**src/hdl/pcm_nearest_resampler_macros.svh**
```systemverilog
// Assertion helpers for the resampler
`ifndef PCM_NEAREST_RESAMPLER_MACROS_SVH
`define PCM_NEAREST_RESAMPLER_MACROS_SVH

// Clocked check, disabled while reset is asserted
`define PNR_ASSERT_RST(lbl, prop, msg) \
  lbl: assert property (@(posedge clk_i) disable iff (!rst_ni) prop) else $error(msg);

// Clocked check that must also hold during reset
`define PNR_ASSERT_ALWAYS(lbl, prop, msg) \
  lbl: assert property (@(posedge clk_i) prop) else $error(msg);

`endif

```
**src/hdl/pnr_pkg.sv**
```systemverilog
package pnr_pkg;

  localparam int unsigned FRAC_BITS_DEF = 8;
  localparam int unsigned POS_W         = 32;
  localparam int unsigned SAMPLE_W      = 16;
  localparam int unsigned BYTE_W        = 8;
  localparam int unsigned STEP_W        = 16;
  localparam int unsigned CFG_W         = 32;
  localparam int unsigned MAX_COPIES    = 16;
  localparam int unsigned CNT_W         = $clog2(MAX_COPIES + 1);
  localparam int unsigned FIFO_DEPTH    = 2;
  localparam int unsigned FIFO_PTR_W    = $clog2(FIFO_DEPTH);
  localparam int unsigned FIFO_CNT_W    = $clog2(FIFO_DEPTH + 1);

  // Unsigned 8-bit samples are re-centered by flipping the top bit
  localparam logic [BYTE_W-1:0] U8_BIAS = 8'h80;

  // Register reset values
  localparam logic              FORMAT_RST = 1'b1;
  localparam logic              STEREO_RST = 1'b1;
  localparam logic [STEP_W-1:0] STEP_RST   = 16'd256;
  localparam logic [POS_W-1:0]  TOTAL_RST  = '0;

  // Register indexes
  typedef enum logic [1:0] {
    CFG_FORMAT = 2'd0,
    CFG_STEREO = 2'd1,
    CFG_STEP   = 2'd2,
    CFG_TOTAL  = 2'd3
  } cfg_idx_e;

  // Back-end sequencer states
  typedef enum logic {
    BK_IDLE,
    BK_RUN
  } bk_state_e;

  // One converted frame as queued between front and back
  typedef struct packed {
    logic signed [SAMPLE_W-1:0] left;
    logic signed [SAMPLE_W-1:0] right;
  } frame_t;

  // Queue status seen by the back end
  typedef struct packed {
    logic   not_empty;
    frame_t head;
  } queue_stat_t;

  // Raw sample bits to 16-bit signed PCM
  function automatic logic signed [SAMPLE_W-1:0] conv_sample(
    input logic [SAMPLE_W-1:0] raw,
    input logic                fmt16
  );
    logic [BYTE_W-1:0] b;
    b = raw[BYTE_W-1:0] ^ U8_BIAS;
    if (fmt16) begin
      return raw;
    end
    return {b, {(SAMPLE_W - BYTE_W){1'b0}}};
  endfunction

endpackage

```
**src/hdl/pnr_front.sv**
```systemverilog
module pnr_front (
  input  logic                  clk_i,
  input  logic                  rst_ni,
  input  logic                  in_valid_i,
  output logic                  in_ready_o,
  input  logic [pnr_pkg::SAMPLE_W-1:0] left_raw_i,
  input  logic [pnr_pkg::SAMPLE_W-1:0] right_raw_i,
  input  logic                  fmt16_i,
  input  logic                  stereo_i,
  input  logic                  pop_i,
  output pnr_pkg::queue_stat_t  stat_o
);

  pnr_pkg::frame_t                    mem_q [pnr_pkg::FIFO_DEPTH];
  pnr_pkg::frame_t                    wr_data;
  logic [pnr_pkg::FIFO_PTR_W-1:0]     wr_ptr_q, wr_ptr_d;
  logic [pnr_pkg::FIFO_PTR_W-1:0]     rd_ptr_q, rd_ptr_d;
  logic [pnr_pkg::FIFO_CNT_W-1:0]     cnt_q, cnt_d;
  logic                               push, pop;

  // Convert on entry so the queue holds signed PCM
  always_comb begin
    wr_data.left  = pnr_pkg::conv_sample(left_raw_i, fmt16_i);
    wr_data.right = stereo_i ? pnr_pkg::conv_sample(right_raw_i, fmt16_i)
                             : '0;
  end

  assign in_ready_o = (cnt_q != pnr_pkg::FIFO_CNT_W'(pnr_pkg::FIFO_DEPTH));
  assign push       = in_valid_i && in_ready_o;
  assign pop        = pop_i && (cnt_q != '0);

  // Pointer and fill bookkeeping
  always_comb begin
    wr_ptr_d = wr_ptr_q;
    rd_ptr_d = rd_ptr_q;
    cnt_d    = cnt_q;
    if (push) begin
      wr_ptr_d = wr_ptr_q + 1'b1;
    end
    if (pop) begin
      rd_ptr_d = rd_ptr_q + 1'b1;
    end
    if (push && !pop) begin
      cnt_d = cnt_q + 1'b1;
    end else if (pop && !push) begin
      cnt_d = cnt_q - 1'b1;
    end
  end

  always_ff @(posedge clk_i or negedge rst_ni) begin
    if (!rst_ni) begin
      wr_ptr_q <= '0;
      rd_ptr_q <= '0;
      cnt_q    <= '0;
    end else begin
      wr_ptr_q <= wr_ptr_d;
      rd_ptr_q <= rd_ptr_d;
      cnt_q    <= cnt_d;
    end
  end

  // Queue storage
  always_ff @(posedge clk_i) begin
    if (push) begin
      mem_q[wr_ptr_q] <= wr_data;
    end
  end

  assign stat_o.not_empty = (cnt_q != '0);
  assign stat_o.head      = mem_q[rd_ptr_q];

endmodule

```
**src/hdl/pnr_back.sv**
```systemverilog
module pnr_back #(
  parameter int unsigned FRAC_BITS = pnr_pkg::FRAC_BITS_DEF
) (
  input  logic                             clk_i,
  input  logic                             rst_ni,
  input  pnr_pkg::queue_stat_t             stat_i,
  output logic                             pop_o,
  input  logic [pnr_pkg::STEP_W-1:0]       step_i,
  input  logic [pnr_pkg::POS_W-1:0]        total_i,
  output logic                             out_valid_o,
  input  logic                             out_ready_i,
  output logic signed [pnr_pkg::SAMPLE_W-1:0] left_out_o,
  output logic signed [pnr_pkg::SAMPLE_W-1:0] right_out_o,
  output logic                             run_last_o,
  output logic                             stream_done_o
);

  localparam int unsigned IDX_W = pnr_pkg::POS_W - FRAC_BITS;
  localparam logic [pnr_pkg::CNT_W-1:0] MAX_N = pnr_pkg::CNT_W'(pnr_pkg::MAX_COPIES);

  pnr_pkg::bk_state_e              state_q, state_d;
  pnr_pkg::frame_t                 frm_q, frm_d;
  logic [pnr_pkg::CNT_W-1:0]       n_q, n_d;
  logic [pnr_pkg::POS_W-1:0]       pos_q, pos_d;
  logic [pnr_pkg::POS_W-1:0]       frame_q, frame_d;
  logic [pnr_pkg::POS_W-1:0]       emit_q, emit_d;
  logic                            out_valid_q, out_valid_d;
  pnr_pkg::frame_t                 out_frm_q, out_frm_d;
  logic                            run_last_q, run_last_d;
  logic                            done_q, done_d;

  logic [IDX_W-1:0]                target;
  logic [pnr_pkg::POS_W-1:0]       pos_next;
  logic [pnr_pkg::POS_W-1:0]       emit_next;
  logic [pnr_pkg::CNT_W-1:0]       n_next;
  logic                            cond, more, out_free, emit;

  // Copy test for this slot and a look-ahead for the next one
  always_comb begin
    target    = frame_q[IDX_W-1:0];
    pos_next  = pos_q + pnr_pkg::POS_W'(step_i);
    emit_next = emit_q + 1'b1;
    n_next    = n_q + 1'b1;
    cond      = (n_q < MAX_N) && (emit_q != total_i) &&
                (pos_q[pnr_pkg::POS_W-1:FRAC_BITS] == target);
    more      = (n_next < MAX_N) && (emit_next != total_i) &&
                (pos_next[pnr_pkg::POS_W-1:FRAC_BITS] == target);
    out_free  = !out_valid_q || out_ready_i;
  end

  // Sequencer: load a frame, emit its copies, advance the frame index
  always_comb begin
    state_d = state_q;
    frm_d   = frm_q;
    n_d     = n_q;
    pos_d   = pos_q;
    frame_d = frame_q;
    emit_d  = emit_q;
    pop_o   = 1'b0;
    emit    = 1'b0;
    unique case (state_q)
      pnr_pkg::BK_IDLE: begin
        if (stat_i.not_empty) begin
          pop_o   = 1'b1;
          frm_d   = stat_i.head;
          n_d     = '0;
          state_d = pnr_pkg::BK_RUN;
        end
      end
      pnr_pkg::BK_RUN: begin
        if (cond) begin
          if (out_free) begin
            emit   = 1'b1;
            n_d    = n_next;
            pos_d  = pos_next;
            emit_d = emit_next;
          end
        end else begin
          frame_d = frame_q + 1'b1;
          state_d = pnr_pkg::BK_IDLE;
        end
      end
      default: state_d = pnr_pkg::BK_IDLE;
    endcase
  end

  // Output register
  always_comb begin
    out_frm_d  = out_frm_q;
    run_last_d = run_last_q;
    done_d     = done_q;
    if (emit) begin
      out_valid_d = 1'b1;
      out_frm_d   = frm_q;
      run_last_d  = !more;
      done_d      = (emit_next == total_i);
    end else if (out_ready_i) begin
      out_valid_d = 1'b0;
    end else begin
      out_valid_d = out_valid_q;
    end
  end

  always_ff @(posedge clk_i or negedge rst_ni) begin
    if (!rst_ni) begin
      state_q     <= pnr_pkg::BK_IDLE;
      n_q         <= '0;
      pos_q       <= '0;
      frame_q     <= '0;
      emit_q      <= '0;
      out_valid_q <= 1'b0;
    end else begin
      state_q     <= state_d;
      n_q         <= n_d;
      pos_q       <= pos_d;
      frame_q     <= frame_d;
      emit_q      <= emit_d;
      out_valid_q <= out_valid_d;
    end
  end

  // Payload registers
  always_ff @(posedge clk_i) begin
    frm_q      <= frm_d;
    out_frm_q  <= out_frm_d;
    run_last_q <= run_last_d;
    done_q     <= done_d;
  end

  assign out_valid_o   = out_valid_q;
  assign left_out_o    = out_frm_q.left;
  assign right_out_o   = out_frm_q.right;
  assign run_last_o    = run_last_q;
  assign stream_done_o = done_q;

endmodule

```
**src/hdl/pcm_nearest_resampler.sv**
```systemverilog
// Nearest-neighbor PCM sample rate converter.
// Input channel (in_valid_i/in_ready_o) takes one frame of raw left/right
// sample bits per transaction. Output channel (out_valid_o/out_ready_i)
// delivers zero, one or up to 16 copies of each frame as signed 16-bit PCM,
// with run_last_o on the last copy of a frame and stream_done_o on the
// output that reaches the configured output total.
// Configuration is a plain write port (cfg_we_i, cfg_index_i, cfg_wdata_i),
// to be used only while no frame is in flight.
// The front end converts each frame and parks it in a two-entry queue; the
// back end runs one frame at a time: a load step, then one copy per cycle
// while the output register is free or being read, then a closing step that
// advances the frame index.
// The first output of a frame passes through the queue entry, the frame
// register and the output register.
// Reset clears the position, frame index and output count and restores the
// register defaults (16-bit, stereo, unity step, total zero).
// A stalled receiver holds the output register; the back end then waits,
// and once the queue fills in_ready_o drops.
module pcm_nearest_resampler #(
  parameter int unsigned FRAC_BITS = pnr_pkg::FRAC_BITS_DEF
) (
  input  logic                                clk_i,
  input  logic                                rst_ni,
  input  logic                                cfg_we_i,
  input  logic [1:0]                          cfg_index_i,
  input  logic [pnr_pkg::CFG_W-1:0]           cfg_wdata_i,
  input  logic                                in_valid_i,
  output logic                                in_ready_o,
  input  logic [pnr_pkg::SAMPLE_W-1:0]        left_raw_i,
  input  logic [pnr_pkg::SAMPLE_W-1:0]        right_raw_i,
  output logic                                out_valid_o,
  input  logic                                out_ready_i,
  output logic signed [pnr_pkg::SAMPLE_W-1:0] left_out_o,
  output logic signed [pnr_pkg::SAMPLE_W-1:0] right_out_o,
  output logic                                run_last_o,
  output logic                                stream_done_o
);

  logic                          fmt_q;
  logic                          stereo_q;
  logic [pnr_pkg::STEP_W-1:0]    step_q;
  logic [pnr_pkg::POS_W-1:0]     total_q;
  pnr_pkg::queue_stat_t          q_stat;
  logic                          pop;

  // Configuration registers
  always_ff @(posedge clk_i or negedge rst_ni) begin
    if (!rst_ni) begin
      fmt_q    <= pnr_pkg::FORMAT_RST;
      stereo_q <= pnr_pkg::STEREO_RST;
      step_q   <= pnr_pkg::STEP_RST;
      total_q  <= pnr_pkg::TOTAL_RST;
    end else if (cfg_we_i) begin
      unique case (cfg_index_i)
        pnr_pkg::CFG_FORMAT: fmt_q    <= cfg_wdata_i[0];
        pnr_pkg::CFG_STEREO: stereo_q <= cfg_wdata_i[0];
        pnr_pkg::CFG_STEP:   step_q   <= cfg_wdata_i[pnr_pkg::STEP_W-1:0];
        pnr_pkg::CFG_TOTAL:  total_q  <= cfg_wdata_i[pnr_pkg::POS_W-1:0];
        default: ;
      endcase
    end
  end

  pnr_front u_front (
    .clk_i       (clk_i),
    .rst_ni      (rst_ni),
    .in_valid_i  (in_valid_i),
    .in_ready_o  (in_ready_o),
    .left_raw_i  (left_raw_i),
    .right_raw_i (right_raw_i),
    .fmt16_i     (fmt_q),
    .stereo_i    (stereo_q),
    .pop_i       (pop),
    .stat_o      (q_stat)
  );

  pnr_back #(
    .FRAC_BITS (FRAC_BITS)
  ) u_back (
    .clk_i         (clk_i),
    .rst_ni        (rst_ni),
    .stat_i        (q_stat),
    .pop_o         (pop),
    .step_i        (step_q),
    .total_i       (total_q),
    .out_valid_o   (out_valid_o),
    .out_ready_i   (out_ready_i),
    .left_out_o    (left_out_o),
    .right_out_o   (right_out_o),
    .run_last_o    (run_last_o),
    .stream_done_o (stream_done_o)
  );

  // Checks
`include "pcm_nearest_resampler_macros.svh"

  `PNR_ASSERT_RST(a_done_ends_run, out_valid_o && stream_done_o |-> run_last_o, "final output not marked as last copy")
  `PNR_ASSERT_ALWAYS(a_pop_nonempty, pop |-> q_stat.not_empty, "back end popped an empty queue")

endmodule
```
**config.mk**
```make
export PLATFORM = sky130hd
export DESIGN_NAME = pcm_nearest_resampler
export DESIGN_NICKNAME = d
export VERILOG_FILES = /design/src/hdl/pnr_pkg.sv /design/src/hdl/pnr_front.sv /design/src/hdl/pnr_back.sv /design/src/hdl/pcm_nearest_resampler.sv
export VERILOG_INCLUDE_DIRS = /design/src /design/src/hdl
export SDC_FILE = /design/constraint.sdc
export NUM_CORES = 1
export LEC_CHECK = 0
export BUFFER_PORTS_ARGS = -buffer_cell sky130_fd_sc_hd__buf_2
export CORE_AREA = 2 2 157 175
export DETAILED_ROUTE_END_ITERATION = 16
export DIE_AREA = 0 0 159 177
export GPL_ROUTABILITY_DRIVEN = 0
export GPL_TIMING_DRIVEN = 0
export PLACE_DENSITY = 0.71
export SETUP_SLACK_MARGIN = 0.2
export SLEW_MARGIN = 0
export SYNTH_ARGS = -nofsm -noshare
export SYNTH_HDL_FRONTEND = slang
export SYNTH_SLANG_ARGS = --single-unit
export TNS_END_PERCENT = 1
```
**constraint.sdc**
```tcl
create_clock -name clk_i -period 3.8 [get_ports clk_i]
set_clock_uncertainty 0.2 [all_clocks]
set_input_delay 0.76 -clock clk_i [delete_from_list [all_inputs] [get_ports clk_i]]
set_output_delay 0.76 -clock clk_i [all_outputs]
set_load 0.02 [all_outputs]
```
==> results of run 1 <==
[synthesized netlist by cell type (23+ instances only)]
cell	n
a21oi_1	26
mux2_2	107
buf_2	23
xor2_1	66
nand4_1	41
nor2_1	36
nand3_1	45
and3_1	33
clkbuf_1	33
xnor2_1	112
and2_1	23
dfrtp_1	146
nand2_1	63
edfxtp_1	130
[kinds of logic after synthesis]
logic type                 synth area share
DFF                                  0.5548
xor gates and xnor gates             0.1144
buffers and inverters               0.02509
muxes                               0.09481
AOI/OAI and AO/OA                   0.05000
and+or+nand+nor                      0.1413
adders and majority gates           0.01963
[per-stage QoR]
step	setup TNS [ns]	util	hold WS, ns	std cells	worst slack (ns)
global placement	-88.60	0.5566	0.2006	1581	-0.6718
floorplan	0	-	0.2003	1118	0.4037
CTS	0	0.5977	0.02356	1640	0.1570
global route	0	0.5987	0.05241	1642	0.09032
detailed placement	-24.34	0.5600	0.2062	1584	-0.6191
finish	0	0.5989	0.005568	1644	0.2232
[sequential cells by signal, summed over array words and instances (netlist names), 2 cells and up]
register and count:
u_back.frm_q 32, u_back.frame_q 24, u_back.pos_q 32, u_back.emit_q 32, total_q 32, u_front.cnt_q 2
u_front.mem_q 64, u_back.n_q 5, step_q 16, u_back.right_out_o 16, u_back.left_out_o 16
[per-layer routing]
layer  global-route usage  vias up
met1               0.2789     4444
met2               0.3621      261
met5                    0        -
met4              0.08220        2
li1                     -     4378
met3              0.05295       71
[worst register-to-register path, delay by kind of cell (launching register included)]
family          cells  cell delay [ns]
compound gates      4             0.93
xor+xnor            2             0.26
fa+ha+maj           2             0.58
simple gates        3             0.94
flops               1             0.38
[power by group]
group | total (mW) | switching, mW | internal [mW]
Combinational | 2.95 | 1.64 | 1.31
Sequential | 4.35 | 0.341 | 4.01
Clock | 2.78 | 1.18 | 1.61
[final cells by class]
type                            count  area, um2
Sequential cell                   279       7636
Clock inverter                     21      190.2
Clock buffer                       33      740.7
Timing Repair Buffer              111      626.9
Multi-Input combinational cell    762       5848
Buffer                             65      317.8
Inverter                           12      45.04
Tap cell                          357      446.7
Fill cell                        2190      10620
Antenna cell                        4      10.01
[what timing repair did]
action | CTS | global route
gates resized for setup | 12 | 4
setup buffers | 2 | 0
hold buffers | 0 | 0
pin swaps | 8 | 4
setup endpoints to repair | 41 | 71
[worst paths after layout]
check / start / to / slack [ns] / cells after the start
min in group clk_i: u_back.frm_q[1] / u_back.right_out_o[1] / 0.22 / 0
setup reg to reg: step_q[0] / u_back.run_last_o / 0.22 / 11
setup / recovery: step_q[0] / u_back.run_last_o / 0.22 / 11
hold / removal: rst_ni / u_back.emit_q[31] / 0.006 / 1
hold reg to reg: u_back.frm_q[1] / u_back.right_out_o[1] / 0.22 / 0
max in group asynchronous: rst_ni / u_back.frame_q[1] / 2.57 / 2
==> results by group, run 1 <==
Status
  • Status: finished, final reports clean

Power
  • Pwr dens: between 600 and 700 mW/mm2
  • VDD IR-drop max: between 0.4 and 0.5 mV
  • Tot Pwr: 10.08 mW
  • Leak pwr: 6.462 nW

Synthesis
  • Yosys top cell by area: edfxtp_1
  • Cells after synthesis: 1118
  • Async set-reset flop share out of synthesis: 0.5341
  • Main synth FF type: dfrtp_1
  • Syn_nets: 1210
  • Mapped Avg Cell Area: around 12 um2
  • Number of flops mapped to enable cells by yosys: 130
  • Synth Warn #: 0
  • Synthesized area: 0.01376 mm2
  • Library cells used by synthesis: 68
  • Synth Register Bits: ~280
  • Share of the synthesized area in the top cell type: 0.2836
  • Synth area leaders: edfxtp_1 28%, dfrtp_1 27%, mux2_2 8.8%, xnor2_1 7.1%, xor2_1 4.2%
  • Sequential area share after synthesis: 0.5548

GRT
  • Global-route wire length before repair: between 40000 and 50000 um
  • Gr usage total: 0.2179
  • Largest net degree at the start of global routing: 76
  • Initial antenna violation count: 5
  • Vias in the first global route: approximately 9400
  • Grt ovf: 0

Critical path
  • CP delay by family, top: simple AND/OR/NAND/NOR gates
  • CP max stage delay: 0.56 ns
  • WP data arrival: 3.65 ns
  • CP startpoint kind: register
  • Critical path, cell by cell: ha_2, fa_2, a211oi_4, o21ai_4, a31oi_2, xnor2_2, xnor2_1, a311o_1, or4_4, nor4b_4, nand4_1
  • CP max stage cell: or4_4
  • CP bufs+invs: 0
  • Crit path required time: 3.87 ns
  • Crit Path Max Fanout: 3
  • Crit. End Element: register
  • Critical setup path kind: reg2reg

Layout
  • Layout net count: 1352
  • Most frequent cells in the layout: 146 x dfrtp_1, 130 x edfxtp_1, 126 x buf_2, 111 x xnor2_1, 107 x mux2_2
  • Area grow syn2layout: 15.24%
  • Share of layout cells above drive strength 1: 0.2440
  • Final Cell Area: 0.01586 mm2
  • Most common cell after layout, fill and taps aside: dfrtp_1

Timing
  • Max Fclk: 279.6 MHz
  • Final Hold Viols: 0
  • RSZ-0062 raised after global routing: true
  • Slew Viols, Final: 0
  • Tcrit/Tclk final: 0.9413
  • Slew HR: 0.4843
  • Worst Tran Pin Value: 0.7735 ns
  • Final min period: around 3.6 ns
  • Setup violators final: 0

Placement
  • Area after DPL: 0.01483 mm2
  • Final HPWL DP: between 20000 and 25000 um
  • Port Buffers: 106

Routing
  • Via count: between 9000 and 10000
  • Met2 WL: between 10000 and 15000 um
  • Drt drc: 0
  • Metal3 WL: about 2000 um
  • M1 WL: 12760 um
  • Via/cell ratio: 5.569
  • Pre-antenna DRT Iters: 7
  • Max Used Layer: met5
  • Detailed Route Iter0 Violations: 511
  • Post-route ant nets: 0
  • Average wire per standard cell: 18.28 um
  • WL final: 30060 um

Clock tree
  • Clock Pin Slew Worst Setup and Hold Paths: 0.06 ns
  • Root buffer cell: clkbuf_16
  • CTS sink cnt: 279
  • TritonCTS clock tree: done
  • Maximum buffer depth of the clock tree: 3
  • Worst-skew pair later-pin latency: 0.57 ns
  • CTS Buf Count: 29
  • H-tree levels: 1

Min path
  • Worst Hold Class: in2async

Floorplanning
  • Die ar.: 0.02814 mm2
  • Die W: ~160 um
  • IO Pins: 107
  • Die Y: 177 um
  • FP Rows: 63
  • Core footprint: 0.02649 mm2
  • Initial core utilization: 0.5197

Flow run
  • Max-cap violations: 0
No activity file was read; power rests on OpenSTA's default activity.
==> run 2, diff against run 1 <==
--- a/config.mk
+++ b/config.mk
@@ -7,7 +7,9 @@
 export NUM_CORES = 1
 export LEC_CHECK = 0
 export BUFFER_PORTS_ARGS = -buffer_cell sky130_fd_sc_hd__buf_2
+export CAP_MARGIN = 40
 export CORE_AREA = 2 2 157 175
+export CTS_BUF_LIST = sky130_fd_sc_hd__clkbuf_16
 export DETAILED_ROUTE_END_ITERATION = 16
 export DIE_AREA = 0 0 159 177
 export GPL_ROUTABILITY_DRIVEN = 0
==> constraint.sdc (replaced) <==
create_clock -name clk_i -period 3.55 [get_ports clk_i]
set_clock_uncertainty 0.2 [all_clocks]
set_input_delay 0.71 -clock clk_i [delete_from_list [all_inputs] [get_ports clk_i]]
set_output_delay 0.71 -clock clk_i [all_outputs]
set_load 0.02 [all_outputs]
==> results by group, run 2 (synthesis results as in run 1) <==
Status
  • Status: finished with violations (was finished, final reports clean)
  • Violated checks: setup timing

Clock tree
  • Clock Pin Slew Worst Setup and Hold Paths: 0.06 ns (about the same)
  • Root buffer cell: clkbuf_16 (unchanged)
  • Maximum buffer depth of the clock tree: 3 (unchanged)
  • CTS sink cnt: 279 (unchanged)
  • Worst-skew pair later-pin latency: 0.57 ns (about the same)
  • TritonCTS clock tree: done (unchanged)
  • H-tree levels: 1 (unchanged)
  • CTS Buf Count: 30 (was 29)

Placement
  • Port Buffers: 106 (unchanged)
  • Area after DPL: 0.01483 mm2 (about the same)
  • Placed Cells: 1584 (unchanged)
  • Final HPWL DP: 21630 um (was 21340 um)

Critical path
  • CP startpoint kind: register (unchanged)
  • CP bufs+invs: 1 (was 0)
  • WP data arrival: 3.64 ns (was 3.65 ns)
  • R2R Path End: u_back.run_last_o (unchanged)
  • Critical setup path kind: reg2reg (unchanged)
  • Critical path's most frequent cell: nand4_1
  • CP delay by family, top: simple AND/OR/NAND/NOR gates (unchanged)
  • CP max stage delay: 0.53 ns (was 0.56 ns)
  • Crit Path Max Fanout: 5 (was 3)
  • Critical path, cell by cell: ha_2, fa_2, a211oi_4, o21ai_4, a22oi_2, o21ai_2, buf_6, xnor2_2, nand4_1, or4_4, nor4b_4, nand4_1 (was ha_2, fa_2, a211oi_4, o21ai_4, a31oi_2, xnor2_2, xnor2_1, a311o_1, or4_4, nor4b_4, nand4_1)
  • R2R setup slack: -0.01 ns (was 0.22 ns)
  • CP max stage cell: or4_4 (unchanged)
  • Worst Reg2Reg Path Length in Cells: 12 (was 11)
  • Crit path required time: 3.63 ns (was 3.87 ns)
  • Crit. End Element: register (unchanged)
  • Worst r2r src: u_back.pos_q[0] (was step_q[0])

GRT
  • Vias in the first global route: 9525 (was 9367)
  • Global-route wire length before repair: 49690 um (was 48900 um)
  • Gr usage total: 0.2208 (was 0.2179)
  • Largest net degree at the start of global routing: 79 (was 76)
  • Grt ovf: 0 (unchanged)
  • Initial antenna violation count: 3 (was 5)

Routing
  • Via count: 9295 (was 9156)
  • Detailed Route Iter0 Violations: 513 (was 511)
  • Post-route ant nets: 0 (unchanged)
  • WL final: 30560 um (was 30060 um)
  • Via/cell ratio: 5.640 (was 5.569)
  • Pre-antenna DRT Iters: 5 (was 7)
  • Average wire per standard cell: 18.54 um (was 18.28 um)
  • Drt drc: 0 (unchanged)

Layout
  • Top reg by flops: u_front.mem_q (unchanged)
  • Most frequent cells in the layout: 146 x dfrtp_1, 130 x edfxtp_1, 125 x buf_2, 110 x xnor2_1, 107 x mux2_2 (was 146 x dfrtp_1, 130 x edfxtp_1, 126 x buf_2, 111 x xnor2_1, 107 x mux2_2)
  • Most common cell after layout, fill and taps aside: dfrtp_1 (unchanged)
  • Max FFs per register: 64 (unchanged)
  • Antenna cells: 0 (was 4)
  • Final Non-Filler Cells: 1648 (was 1644)
  • Fillers: 2174 (was 2190)
  • Area grow syn2layout: 16.21% (was 15.24%)
  • Share of layout cells above drive strength 1: 0.2657 (was 0.2440)
  • Final Cell Area: 0.01600 mm2 (was 0.01586 mm2)
  • Final Core Density: 0.6039 (was 0.5989)
  • Layout net count: 1359 (was 1352)

Timing
  • RSZ-0062 raised after global routing: true (unchanged)
  • Slew HR: 0.4441 (was 0.4843)
  • Final min period: 3.563 ns (was 3.577 ns)
  • Tcrit/Tclk final: 1.004 (was 0.9413)
  • Max Fclk: 280.7 MHz (was 279.6 MHz)
  • Worst Tran Pin Value: 0.8327 ns (was 0.7735 ns)
  • PnR worst setup slack: -0.01269 ns (was 0.2232 ns)
  • Slew Viols, Final: 0 (unchanged)
  • Final Hold Viols: 0 (unchanged)
  • Setup violators final: 1 (was 0)

Power
  • Sequential share of power: 0.428 (was 0.432)
  • Clock power frac: 0.275 (was 0.276)
  • Logic pwr share: 0.297 (was 0.292)
  • Pwr dens: 679.9 mW/mm2 (was 635.5 mW/mm2)
  • Sw Ratio: 0.3168 (was 0.3134)
  • Switching power: 3.445 mW (was 3.159 mW)
  • VDD IR-drop max: 0.5140 mV (was 0.4865 mV)
  • Leak pwr: 6.556 nW (was 6.462 nW)
  • Internal: 7.430 mW (was 6.920 mW)
  • Tot Pwr: 10.87 mW (was 10.08 mW)

Floorplanning
  • Core footprint: 0.02649 mm2 (unchanged)
  • IO Pins: 107 (unchanged)
  • Initial core utilization: 0.5197 (unchanged)
  • Die ar.: 0.02814 mm2 (unchanged)
  • FP Rows: 63 (unchanged)
  • Die W: 159 um (unchanged)
  • Die Y: 177 um (unchanged)

Min path
  • Worst Hold Class: in2reg (was in2async)
  • Hold path start: cfg_wdata_i[23]
  • Worst Hold End: total_q[23]
  • Worst hold path stage count: 2

Flow run
  • Max-cap violations: 0 (unchanged)
[run 2: changes by cell type in the layout (fill, tap and decap cells not counted), sizes merged, moves of 4 or more]
cell,delta
buf,+4
inv,+8
clkinv,-4
diode,-4
[run 2: layout make-up]
| cell class | instances | area (um2) | area share |
|---|---|---|---|
| flip-flops and latches | 279 | 7636 | 0.4774 |
| multi-input cells | 762 | 5923 | 0.3703 |
| clock buffers | 31 | 775.7 | 0.04850 |
| repair buffers | 117 | 666.9 | 0.04169 |
| well taps | 357 | 446.7 | 0.02793 |
| plain buffers | 65 | 324.1 | 0.02026 |
| clock inverters | 25 | 177.7 | 0.01111 |
| inverters | 12 | 45.04 | 0.002816 |
[run 2: worst max-delay path by stage]
stage / cells after the start / slack (ns) / to / startpoint
3_5_place_dp: 10 / -0.65 / u_back.left_out_o[6] / u_back.pos_q[16]
3_3_place_gp: 9 / -0.84 / u_back.right_out_o[14] / u_back.pos_q[16]
5_1_grt: 12 / -0.11 / u_back.run_last_o / u_back.pos_q[0]
4_1_cts: 11 / -0.009 / u_back.run_last_o / step_q[0]
6_report: 12 / -0.01 / u_back.run_last_o / u_back.pos_q[0]
2_1_floorplan: 11 / 0.20 / u_back.run_last_o / step_q[0]
[run 2: layer usage]
| metal | track usage | share of wire | vias up |
|---|---|---|---|
| li1 | - | - | 4377 |
| met1 | 0.2819 | 0.42 | 4565 |
| met2 | 0.3743 | 0.48 | 278 |
| met3 | 0.05014 | 0.068 | 71 |
| met4 | 0.07462 | 0.031 | 4 |
| met5 | 0 | 0.00075 | - |
[run 2: metrics by stage]
step | worst slack, ns | hold slack, ns | setup TNS (ns)
after floorplan | 0.2039 | 0.2003 | 0
after global placement | -0.8404 | 0.2011 | -133.74
after CTS | -0.008844 | 0.1450 | -0.008844
after detailed placement | -0.6514 | 0.2045 | -21.79
after global routing | -0.1074 | 0.1544 | -0.1074
final | -0.01269 | 0.1671 | -0.01269
[run 2: power groups by stage]
stage	sequential (mW)	clock (mW)	combinational, mW
finish	4.66	2.99	3.23
global placement	4.69	0	2.94
global route	4.73	3.18	3.54
detailed placement	4.72	0	3.04
CTS	4.66	3.05	3.14
floorplan	4.62	0	2.26
[run 2: worst reg2reg max path, cell delays in order, from the launching register on]
cell,delay (ns)
dfrtp_1,0.38
ha_2,0.20
fa_2,0.38
a211oi_4,0.33
o21ai_4,0.11
a22oi_2,0.25
o21ai_2,0.10
buf_6,0.14
xnor2_2,0.12
nand4_1,0.09
or4_4,0.53
nor4b_4,0.29
nand4_1,0.15
[run 2: timing repair]
item | 4_1_cts | 5_1_grt
gates resized for setup | 16 | 21
hold buffers | 1 | 0
setup endpoints to repair | 78 | 50
endpoints found under the hold margin | 54 | 0
pin swaps | 11 | 12
buffers inserted | 6 | 1
==> run 3, diff against run 2 <==
--- a/config.mk
+++ b/config.mk
@@ -14,6 +14,7 @@
 export DIE_AREA = 0 0 159 177
 export GPL_ROUTABILITY_DRIVEN = 0
 export GPL_TIMING_DRIVEN = 0
+export MAX_ROUTING_LAYER = met4
 export PLACE_DENSITY = 0.71
 export SETUP_SLACK_MARGIN = 0.2
 export SLEW_MARGIN = 0
==> results by group, run 3 (synthesis results as in run 1) <==
Timing
  • Tcrit/Tclk final: 1.005 (was 1.004)
  • Final min period: 3.566 ns (was 3.563 ns)
  • Final Hold Viols: 0 (unchanged)
  • Max Fclk: 280.4 MHz (was 280.7 MHz)
  • Slew HR: 0.4588 (was 0.4441)
  • Setup violators final: 1 (unchanged)
  • RSZ-0062 raised after global routing: true (unchanged)
  • Worst Tran Pin Value: 0.8106 ns (was 0.8327 ns)
  • PnR worst setup slack: -0.01620 ns (was -0.01269 ns)
  • Setup TNS: -0.01620 ns (was -0.01269 ns)
  • Slew Viols, Final: 0 (unchanged)
  • Fin Hold WS: 0.1682 ns (was 0.1671 ns)

Layout
  • Register area: 0.007636 mm2 (unchanged)
  • Max FFs per register: 64 (unchanged)
  • Top reg by flops: u_front.mem_q (unchanged)
  • Final Cell Area: 0.01602 mm2 (was 0.01600 mm2)
  • Most common cell after layout, fill and taps aside: dfrtp_1 (unchanged)
  • Fillers: 2177 (was 2174)
  • Most frequent cells in the layout: 146 x dfrtp_1, 130 x edfxtp_1, 125 x buf_2, 109 x xnor2_1, 107 x mux2_2 (was 146 x dfrtp_1, 130 x edfxtp_1, 125 x buf_2, 110 x xnor2_1, 107 x mux2_2)
  • Multi-input logic area: 0.005933 mm2 (was 0.005923 mm2)
  • Layout net count: 1359 (unchanged)
  • Share of layout cells above drive strength 1: 0.2672 (was 0.2657)
  • Area grow syn2layout: 16.35% (was 16.21%)

Critical path
  • WP data arrival: 3.64 ns (about the same)
  • Critical path's most frequent cell: nand4_1 (unchanged)
  • Worst Reg2Reg Path Length in Cells: 12 (unchanged)
  • Crit Path Max Fanout: 5 (unchanged)
  • Crit. End Element: register (unchanged)
  • R2R Path End: u_back.run_last_o (unchanged)
  • CP delay by family, top: simple AND/OR/NAND/NOR gates (unchanged)
  • CP max stage cell: or4_4 (unchanged)
  • Worst r2r src: u_back.pos_q[0] (unchanged)
  • Crit path from: u_back.pos_q[0] (unchanged)
  • CP bufs+invs: 1 (unchanged)
  • CP max stage delay: 0.53 ns (about the same)
  • Crit path required time: 3.63 ns (about the same)
  • Critical path, cell by cell: ha_2, fa_2, a211oi_4, o21ai_4, a22oi_2, o21ai_2, buf_6, xnor2_2, nand4_1, or4_4, nor4b_4, nand4_1 (unchanged)
  • CP startpoint kind: register (unchanged)
  • R2R setup slack: -0.02 ns (was -0.01 ns)
  • Critical setup path kind: reg2reg (unchanged)

Routing
  • Average wire per standard cell: 18.55 um (was 18.54 um)
  • Pre-antenna DRT Iters: 5 (unchanged)
  • Via/cell ratio: 5.609 (was 5.640)
  • Drt drc: 0 (unchanged)
  • Post-route ant nets: 0 (unchanged)
  • Via count: 9266 (was 9295)
  • Detailed Route Iter0 Violations: 487 (was 513)
  • WL final: 30650 um (was 30560 um)

Power
  • Sw Ratio: 0.3164 (was 0.3168)
  • Clock power frac: 0.274 (was 0.275)
  • Leak pwr: 6.562 nW (was 6.556 nW)
  • Sequential share of power: 0.428 (about the same)
  • Tot Pwr: 10.87 mW (about the same)
  • VDD IR-drop max: 0.5112 mV (was 0.5140 mV)
  • Switching power: 3.440 mW (was 3.445 mW)
  • Logic pwr share: 0.297 (about the same)
  • Internal: 7.432 mW (was 7.430 mW)
  • Pwr dens: 678.9 mW/mm2 (was 679.9 mW/mm2)

Floorplanning
  • Die W: 159 um (unchanged)
  • Core footprint: 0.02649 mm2 (unchanged)
  • IO Pins: 107 (unchanged)
  • Die Y: 177 um (unchanged)
  • Die ar.: 0.02814 mm2 (unchanged)
  • FP Rows: 63 (unchanged)
  • Initial core utilization: 0.5197 (unchanged)

Clock tree
  • CTS sink cnt: 279 (unchanged)
  • H-tree levels: 1 (unchanged)
  • Clock Pin Slew Worst Setup and Hold Paths: 0.06 ns (about the same)
  • Maximum buffer depth of the clock tree: 3 (unchanged)
  • CTS Buf Count: 30 (unchanged)
  • TritonCTS clock tree: done (unchanged)
  • Worst-skew pair later-pin latency: 0.57 ns (about the same)
  • Root buffer cell: clkbuf_16 (unchanged)

GRT
  • Initial antenna violation count: 3 (unchanged)
  • Gr usage total: 0.2276 (was 0.2208)
  • Global-route wire length before repair: 49700 um (was 49690 um)
  • Grt ovf: 0 (unchanged)
  • Vias in the first global route: 9530 (was 9525)
  • Largest net degree at the start of global routing: 79 (unchanged)

Status
  • Violated checks: setup timing (unchanged)
  • Status: finished with violations (unchanged)

Min path
  • Worst hold path stage count: 2 (unchanged)
  • Worst Hold Class: in2reg (unchanged)
  • Worst Hold End: total_q[23] (unchanged)
  • Hold path start: cfg_wdata_i[23] (unchanged)

Flow run
  • Max-cap violations: 0 (unchanged)

Placement
  • Final HPWL DP: 21630 um (unchanged)
  • Area after DPL: 0.01483 mm2 (unchanged)
  • Port Buffers: 106 (unchanged)
## run 3: cell count changes in the layout (fill, tap and decap cells not counted), sizes merged
cell | previous run | this run
diode | 0 | 4
## run 3: cell type report
type                            count  area share
Clock inverter                     25     0.01109
Tap cell                          357     0.02789
Timing Repair Buffer              117     0.04164
Clock buffer                       31     0.04844
Antenna cell                        4   0.0006250
Inverter                           12    0.002812
Buffer                             65     0.02023
Multi-Input combinational cell    762      0.3705
Sequential cell                   279      0.4768
## run 3: through the flow
step,std cells,utilization,setup WS [ns]
2_1_floorplan,1118,-,0.2039
3_3_place_gp,1581,0.5569,-0.8404
3_5_place_dp,1584,0.5600,-0.6514
4_1_cts,1647,0.6007,-0.008844
5_1_grt,1651,0.6046,-0.1074
6_report,1652,0.6047,-0.01620
## run 3: how the worst max path moves through the flow
stage | cells after the start | slack (ns) | endpoint
after floorplan | 11 | 0.20 | u_back.run_last_o
after global placement | 9 | -0.84 | u_back.right_out_o[14]
after detailed placement | 10 | -0.65 | u_back.left_out_o[6]
after CTS | 11 | -0.009 | u_back.run_last_o
after global routing | 12 | -0.11 | u_back.run_last_o
final | 12 | -0.02 | u_back.run_last_o
## run 3: power groups by stage
stage / combinational (mW) / clock, mW / sequential [mW]
2_1_floorplan: 2.26 / 0 / 4.62
3_3_place_gp: 2.94 / 0 / 4.69
3_5_place_dp: 3.04 / 0 / 4.72
4_1_cts: 3.14 / 3.05 / 4.66
5_1_grt: 3.55 / 3.18 / 4.73
6_report: 3.23 / 2.98 / 4.66
## run 3: repair_timing
item                                    CTS  global route
hold buffers                              1             0
resized for setup                        16            23
endpoints found under the setup margin   78            50
pin swaps                                11            12
endpoints found under the hold margin    54             0
setup buffers                             6             1
## run 3: metal layers
| layer | track usage | vias up | part of all wire |
|---|---|---|---|
| met5 | - | - | 0 |
| met4 | 0.07462 | 0 | 0.030 |
| met3 | 0.04663 | 69 | 0.069 |
| li1 | - | 4381 | - |
| met2 | 0.3736 | 282 | 0.48 |
| met1 | 0.2852 | 4534 | 0.42 |
